**src/hdl/mlfq_scheduler_engine_macros.svh**
```systemverilog
// Assertion helpers for the scheduler engine
`ifndef MLFQ_SCHEDULER_ENGINE_MACROS_SVH
`define MLFQ_SCHEDULER_ENGINE_MACROS_SVH

// Implication checked in the next cycle
`define MLFQS_ASSERT_NEXT(lbl, ante, cons, msg) \
	lbl: assert property (@(posedge clk) disable iff (!arst_n) (ante) |=> (cons)) \
		else $error(msg);

// Implication checked in the same cycle
`define MLFQS_ASSERT_NOW(lbl, ante, cons, msg) \
	lbl: assert property (@(posedge clk) disable iff (!arst_n) (ante) |-> (cons)) \
		else $error(msg);

`endif

```
**src/hdl/mlfqs_pkg.sv**
```systemverilog
`default_nettype none
package mlfqs_pkg;

	localparam int MAX_THREADS = 16;
	localparam int SLOT_W      = 4;
	localparam int FRAC_BITS   = 14;
	localparam logic signed [31:0] FP_ONE = 32'sd1 <<< FRAC_BITS;
	// 59/60 and 1/60 in fixed point, truncated
	localparam logic signed [31:0] C59 = 32'((59 * (64'sd1 <<< FRAC_BITS)) / 60);
	localparam logic signed [31:0] C1  = 32'((64'sd1 <<< FRAC_BITS) / 60);

	typedef enum logic [2:0] {
		CMD_TICK   = 3'd0,
		CMD_CREATE = 3'd1,
		CMD_EXIT   = 3'd2,
		CMD_NICE   = 3'd3,
		CMD_READY  = 3'd4,
		CMD_PICK   = 3'd5,
		CMD_QUERY  = 3'd6,
		CMD_SPARE  = 3'd7
	} cmd_t;

	typedef enum logic [2:0] {
		CFG_TPS    = 3'd0,
		CFG_SLICE  = 3'd1,
		CFG_RECALC = 3'd2,
		CFG_PMAX   = 3'd3,
		CFG_PMIN   = 3'd4
	} cfg_idx_t;

	typedef enum logic [4:0] {
		ST_IDLE, ST_TICK, ST_LA_M1, ST_LA_M2, ST_LA_M3, ST_LA_DS, ST_LA_DW,
		ST_DEC_MUL, ST_DEC_WR, ST_RECALC, ST_RUNRD, ST_CREATE, ST_MKRDY,
		ST_NICE, ST_EXIT, ST_PICK, ST_PICK_WR, ST_OUT
	} state_t;

	// Product of two fixed-point values, truncated toward zero, wrapped to 32 bits
	function automatic logic signed [31:0] fp_scale(input logic signed [63:0] p);
		logic signed [63:0] t;
		logic signed [63:0] sh;
		t  = p + (p[63] ? 64'((64'sd1 <<< FRAC_BITS) - 1) : 64'sd0);
		sh = t >>> FRAC_BITS;
		return sh[31:0];
	endfunction

	// Value times 100, wrapped, then integer part truncated toward zero
	function automatic logic signed [31:0] fp_x100(input logic signed [31:0] v);
		logic signed [31:0] m;
		logic signed [32:0] t;
		logic signed [32:0] sh;
		m  = v * 32'sd100;
		t  = {m[31], m} + (m[31] ? 33'((33'sd1 <<< FRAC_BITS) - 1) : 33'sd0);
		sh = t >>> FRAC_BITS;
		return sh[31:0];
	endfunction

	// pri_max - cpu_usage/4 - 2*nice, capped at pri_max then raised to pri_min
	function automatic logic [7:0] calc_pri(input logic signed [31:0] rc,
			input logic signed [5:0] nice, input logic [7:0] pmax, input logic [7:0] pmin);
		logic signed [32:0] t;
		logic signed [32:0] q;
		logic signed [35:0] p;
		t = {rc[31], rc} + (rc[31] ? 33'((33'sd1 <<< (FRAC_BITS + 2)) - 1) : 33'sd0);
		q = t >>> (FRAC_BITS + 2);
		p = $signed({28'd0, pmax}) - 36'(q) - 36'(nice) - 36'(nice);
		if (p > $signed({28'd0, pmax}))
			p = $signed({28'd0, pmax});
		if (p < $signed({28'd0, pmin}))
			p = $signed({28'd0, pmin});
		return p[7:0];
	endfunction

endpackage
`default_nettype wire

```
**src/hdl/mlfqs_div.sv**
```systemverilog
`default_nettype none
// Restoring divider: (a << FRAC_BITS) / b, truncated toward zero, one bit a cycle
module mlfqs_div
	import mlfqs_pkg::*;
(
	input  wire logic               clk,
	input  wire logic               arst_n,
	input  wire logic               go,
	input  wire logic signed [31:0] a,
	input  wire logic signed [31:0] b,
	output logic                    done,
	output logic signed [31:0]      q
);
	localparam int NW = 32 + FRAC_BITS;
	localparam int CW = $clog2(NW + 1);

	logic [NW-1:0] num_q;
	logic [31:0]   rem_q;
	logic [31:0]   den_q;
	logic          neg_q;
	logic          zero_q;
	logic          busy_q;
	logic [CW-1:0] cnt_q;
	logic [32:0]   trial;
	logic          fits;
	logic [31:0]   mag_a;
	logic [31:0]   mag_b;
	logic [31:0]   qneg;

	assign mag_a = a[31] ? 32'(-a) : a;
	assign mag_b = b[31] ? 32'(-b) : b;
	assign trial = {rem_q, num_q[NW-1]};
	assign fits  = trial >= {1'b0, den_q};
	assign qneg  = -num_q[31:0];

	// Iterate one quotient bit a cycle
	always_ff @(posedge clk or negedge arst_n) begin
		if (!arst_n) begin
			busy_q <= 1'b0;
			cnt_q  <= '0;
			done   <= 1'b0;
		end else begin
			done <= 1'b0;
			if (go) begin
				busy_q <= 1'b1;
				cnt_q  <= CW'(NW);
			end else if (busy_q) begin
				cnt_q <= cnt_q - 1'b1;
				if (cnt_q == CW'(1)) begin
					busy_q <= 1'b0;
					done   <= 1'b1;
				end
			end
		end
	end

	always_ff @(posedge clk) begin
		if (go) begin
			num_q  <= {mag_a, FRAC_BITS'(0)};
			rem_q  <= '0;
			den_q  <= mag_b;
			neg_q  <= a[31] ^ b[31];
			zero_q <= (b == 32'sd0);
		end else if (busy_q) begin
			rem_q <= fits ? 32'(trial - {1'b0, den_q}) : trial[31:0];
			num_q <= {num_q[NW-2:0], fits};
		end
	end

	// Apply sign, wrap to 32 bits; a zero divisor gives zero
	always_comb begin
		if (zero_q)
			q = '0;
		else if (neg_q)
			q = qneg;
		else
			q = num_q[31:0];
	end
endmodule
`default_nettype wire

```
**config.mk**
```make
export PLATFORM = sky130hd
export DESIGN_NAME = mlfqs_div
export DESIGN_NICKNAME = d
export VERILOG_FILES = /design/src/hdl/mlfq_scheduler_engine_macros.svh /design/src/hdl/mlfqs_pkg.sv /design/src/hdl/mlfqs_div.sv
export SDC_FILE = /design/constraint.sdc
export NUM_CORES = 1
export LEC_CHECK = 0
export ABC_AREA = 1
export BUFFER_PORTS_ARGS = -buffer_cell sky130_fd_sc_hd__buf_2
export CORE_MARGIN = 2
export CORE_UTILIZATION = 55
export DETAILED_ROUTE_END_ITERATION = 8
export MAX_ROUTING_LAYER = met4
export PLACE_DENSITY_LB_ADDON = 0.08
export SYNTH_ARGS = -nofsm -noshare
export SYNTH_HDL_FRONTEND = slang
export SYNTH_SLANG_ARGS = --single-unit
export TNS_END_PERCENT = 30
```
**constraint.sdc**
```tcl
create_clock -name clk -period 2.9 [get_ports clk]
set_input_delay 0.435 -clock clk [delete_from_list [all_inputs] [get_ports clk]]
set_output_delay 0.435 -clock clk [all_outputs]
set_load 0.05 [all_outputs]
```
# After elaboration in Yosys (flattened, before gate mapping)
# Index checks and enable logic that the tools add are counted.
[totals] register_bits=120 inputBits=67 output_inout_bits=33 wordCells=35
[classes] n_addsub=5 order_cmp=1 n_eq_ne=1 mux=15 bitwise_logic=1 n_reduce_logical=2
[ops] op="$mux 32" n=4
[ops] op="$neg 32->32" n=3
[ops] op="$mux 46" n=2
[ops] op="$ge 33x32->1" n=1
[ops] op="$logic_not 32->1" n=1
[ops] op="$sub 32x32->32" n=1
[ops] op="$mux 31" n=1
[ops] op="$mux 6" n=2
[ops] op="$eq 6x1->1 const B" n=1
[ops] op="$mux 1" n=6
[ops] op="$sub 6x1->6 const B" n=1
[ops] op="$reduce_bool 2->1" n=1
[ops] op="$xor 1x1->1" n=1

# Longest topological paths before layout
[logic_depth] word_depth=4 mapped_depth=16 ltp_nobuf=16

# Worst setup path after synthesis
# No wires, ideal clock.
[synth_timing] kind="register to output" startpoint="register num_q[1]" endpoint="output port q[14]" t_arrival_ps=2235 t_required_ps=2465 path_slack_ps=230 stages_incl_launch_ff=11 path_buffers=0 path_cell_list="dfxtp_1 > inv_1 > ha_1 > nand3_1 > inv_2 > nand2_1 > inv_2 > nand2_1 > nor2_2 > nor3_1 > nor3_1"
[synth_via] elab_chain_cells=3
[synth_rtl] element="from (decl)" line_no="mlfqs_div.sv:17" source="logic [NW-1:0] num_q;"
[synth_rtl] element="from (signal assigned)" line_no="mlfqs_div.sv:59" source="num_q <= {mag_a, FRAC_BITS'(0)};"
[synth_rtl] element="from (signal assigned)" line_no="mlfqs_div.sv:66" source="num_q <= {num_q[NW-2:0], fits};"
[synth_rtl] element="$neg 32->32" line_no="mlfqs_div.sv:34" source="assign qneg = -num_q[31:0];"
[synth_rtl] element="$mux 32" line_no="mlfqs_div.sv:74" source="else if (neg_q)"
[synth_rtl] element="$mux 32" line_no="mlfqs_div.sv:72" source="if (zero_q)"
[synth_rtl] element="to (decl)" line_no="mlfqs_div.sv:12" source="output logic signed [31:0] q"
# No other way between the ends.

# Worst setup path in the final report
[layout_timing] startpoint="register num_q[2]" endpoint="output port q[23]"
# The elaborated chain is that of the path after synthesis.

==> impl_metrics.toml <==
[run_status]
status = "complete, no violations"

[critical_path]
cp.arrival_ns = 2.38
startpoint = "num_q[2]"
cp-start-kind = "register"
cp-end-kind = "output port"
r2r-start = "den_q[7]"
path_cells = "inv_1 > nand3_1 > nor3_4 > nand2_1 > nor2_1 > nand2_1 > nand2_2 > o21ai_0 > a21oi_1 > buf_4"
critPathKind = "register to output port"
required_ns = 2.47
slowest_delay_ns = 0.32
cp_slowest_cell = "dfxtp_1"
crit_path_max_fanout = 6
cp_common_cell = "nand2_1"

[logic_synthesis]
synth-edff-count = 66
ys_types = 44
synth-async-reset-ratio = 0.0667
ys.flop_type = "edfxtp_1"
synth_cells = 1541
synth_top_cells_by_count = "480 x nand2_1, 251 x inv_1, 147 x nor2_1, 111 x nand3_1, 75 x o21ai_0"
synth_compound_area_frac = 0.105
ys_seq_area_frac = 0.317
synth.top_cell.area_share = 0.202
yosys.area.top_type = "edfxtp_1"
synth-simple-area-share = 0.373
avgSynthCellArea_um2 = 6.36
ys_ff_latch = 120
syn_area_um2 = 9790
synthTopCellsByArea = "edfxtp_1 20%, nand2_1 18%, inv_1 9.6%"
synth_fa_ha_area_frac = 0.0493
synth_top_family_by_area = "simple AND/OR/NAND/NOR gates"
muxShareOfSynthArea = 0
yosysMostFrequentCell = "nand2_1"
synth_xor_area_frac = 0.0385
syn_nets = 1646
yosysWarningCount = 0

[floorplanning]
start_util = 0.564
rows = 48
ios = 100
die_w_um = 137
dieHeight_um = 137
die_area_um2 = 18900
core_um2 = 17400

[cts]
cts_sinks = 120
cts_buffers = 17
clock_latency_ns = 0.43
cts_max_level = 4
clk_pin_slew_ns = 0.06
cts_tree = "done"
clockBufferDepth = 2
root_buffer = "clkbuf_16"

[global_route]
grt_pass1_wl_um = 44500
grt_max_degree = 49
grtUsageTotal = 0.308
grt_pass1_vias = 9491
grt-ovfl-total = 0
antenna_found_initial = 2

[routing]
first_iter_violations = 763
drc = 0
num_vias = 10100
routed_wl_um = 27400
wl_per_cell_um = 14.6
final_antenna_net_count = 0
viasPerCell = 5.38
drt_first_pass_iters = 6

[min_path]
min_from = "b[0]"
hold_class = "input pin to register"

[final_layout]
seq_area_um2 = 3100
fillerInstances = 1634
finish.utilization = 0.647
fin_nets = 1743
drive_above_1_share = 0.109
multiInputGateArea_um2 = 5580
area_delta_synth_final_pct = 14.6

[sta]
max_freq_mhz = 355
rsz0062_at_grt = "true"
slew_viol_final = 0
setup_violations = 0
relSlewSlack = 0.452
setup_tns_ns = 0
finalHoldViolCount = 0
clock-skew-final_ns = 0.00859
min_period_over_period = 0.971
finalCriticalPeriod_ns = 2.81
worst_pin_slew_ns = 0.821

[power_and_ir_drop]
p_sw_frac = 0.315
p_leak_nw = 5.85
powerDensity_nw_per_um2 = 463
p_int_mw = 3.56
totalPowerFinal_mw = 5.19
p_seq_frac = 0.381
p_comb_frac = 0.192
p_sw_mw = 1.64
p_clk_frac = 0.427
vdd_ir_drop_max_v = 0.000344

[flow_run]
maxCapViolCount = 0

[place]
dp_hpwl_um = 20600
globalplace.congestion = 0.949
port_buffers = 99
## cells by family after synthesis
family / count (synthesis)
AOI/OAI and AO/OA: 188
adders and majority gates: 38
buffers and inverters: 298
xor gates and xnor gates: 43
DFF: 120
and+or+nand+nor: 854
## path summary, 6_finish.rpt
path	depth (start not counted)	to	slack (ns)
worst min register to register	2	rem_q[5]	0.47
min in group asynchronous	2	cnt_q[4]	0.38
worst min-delay path	1	den_q[0]	0.21
worst max-delay path	10	q[23]	0.09
max in group asynchronous	2	cnt_q[1]	2.34
worst max register to register	14	rem_q[8]	0.47
## metrics by stage
stage                     instances  hold slack [ns]  worst slack (ns)  area [um^2]
after floorplan                1541            0.139             0.230         9790
after global placement         1841            0.289             0.509        10500
after detailed placement       1841            0.287             0.467        10500
after CTS                      1874            0.199          0.000134        11100
after global routing           1878            0.199            -0.110        11200
final                          1878            0.209            0.0854        11200
## worst max-delay path, delay by kind of cell (launching register included)
kind	cells	cell delay (ns)
buffers and inverters	2	0.36
AND/OR/NAND/NOR	6	0.97
flip-flops	1	0.32
AO/OA/AOI/OAI	2	0.30
## flip-flops by register name, indices dropped and copies added (netlist names)
| name | flops |
|---|---|
| den_q | 32 |
| neg_q | 1 |
| rem_q | 32 |
| cnt_q | 6 |
| busy_q | 1 |
| zero_q | 1 |
| num_q | 46 |
| done | 1 |
## cell usage in the layout (no fill, tap or decap), drive strengths merged, types with 22 or more instances in the layout
cell    count
nor3       47
o21ai      78
nand3b     32
nand2     484
dfxtp      46
ha         37
inv       264
a21oi      68
nand3     111
nor2      149
buf       115
xor2       23
clkbuf     22
edfxtp     66
## routing by layer
layer / up-vias / track usage / wire length (um)
met4: 0 / 0.128 / 936
met5: - / - / 0
li1: 5131 / - / -
met3: 61 / 0.0456 / 1650
met1: 4587 / 0.370 / 11600
met2: 326 / 0.518 / 13100
## power by group through the flow
stage / Clock (mW) / Sequential (mW) / Combinational [mW]
finish: 2.22 / 1.98 / 0.999
floorplan: 0 / 1.99 / 0.688
global placement: 0 / 2.01 / 0.951
global route: 2.30 / 1.99 / 1.10
CTS: 2.23 / 1.98 / 0.966
detailed placement: 0 / 2.01 / 0.957
## repair_timing
| item | CTS | global route |
|---|---|---|
| setup buffers | 0 | 2 |
| hold buffers | 1 | 0 |
| setup endpoints to repair | 0 | 16 |
| endpoints found under the hold margin | 8 | 0 |
| gates resized for setup | 0 | 29 |
## cell type report
cell class | instances | area share
diodes | 2 | 0.000446
repair buffers | 117 | 0.0589
multi-input cells | 1123 | 0.497
inverters | 259 | 0.0866
well taps | 225 | 0.0251
clock buffers | 21 | 0.0468
flip-flops and latches | 120 | 0.277
clock inverters | 11 | 0.00825
Power figures use the tool's default switching activity.
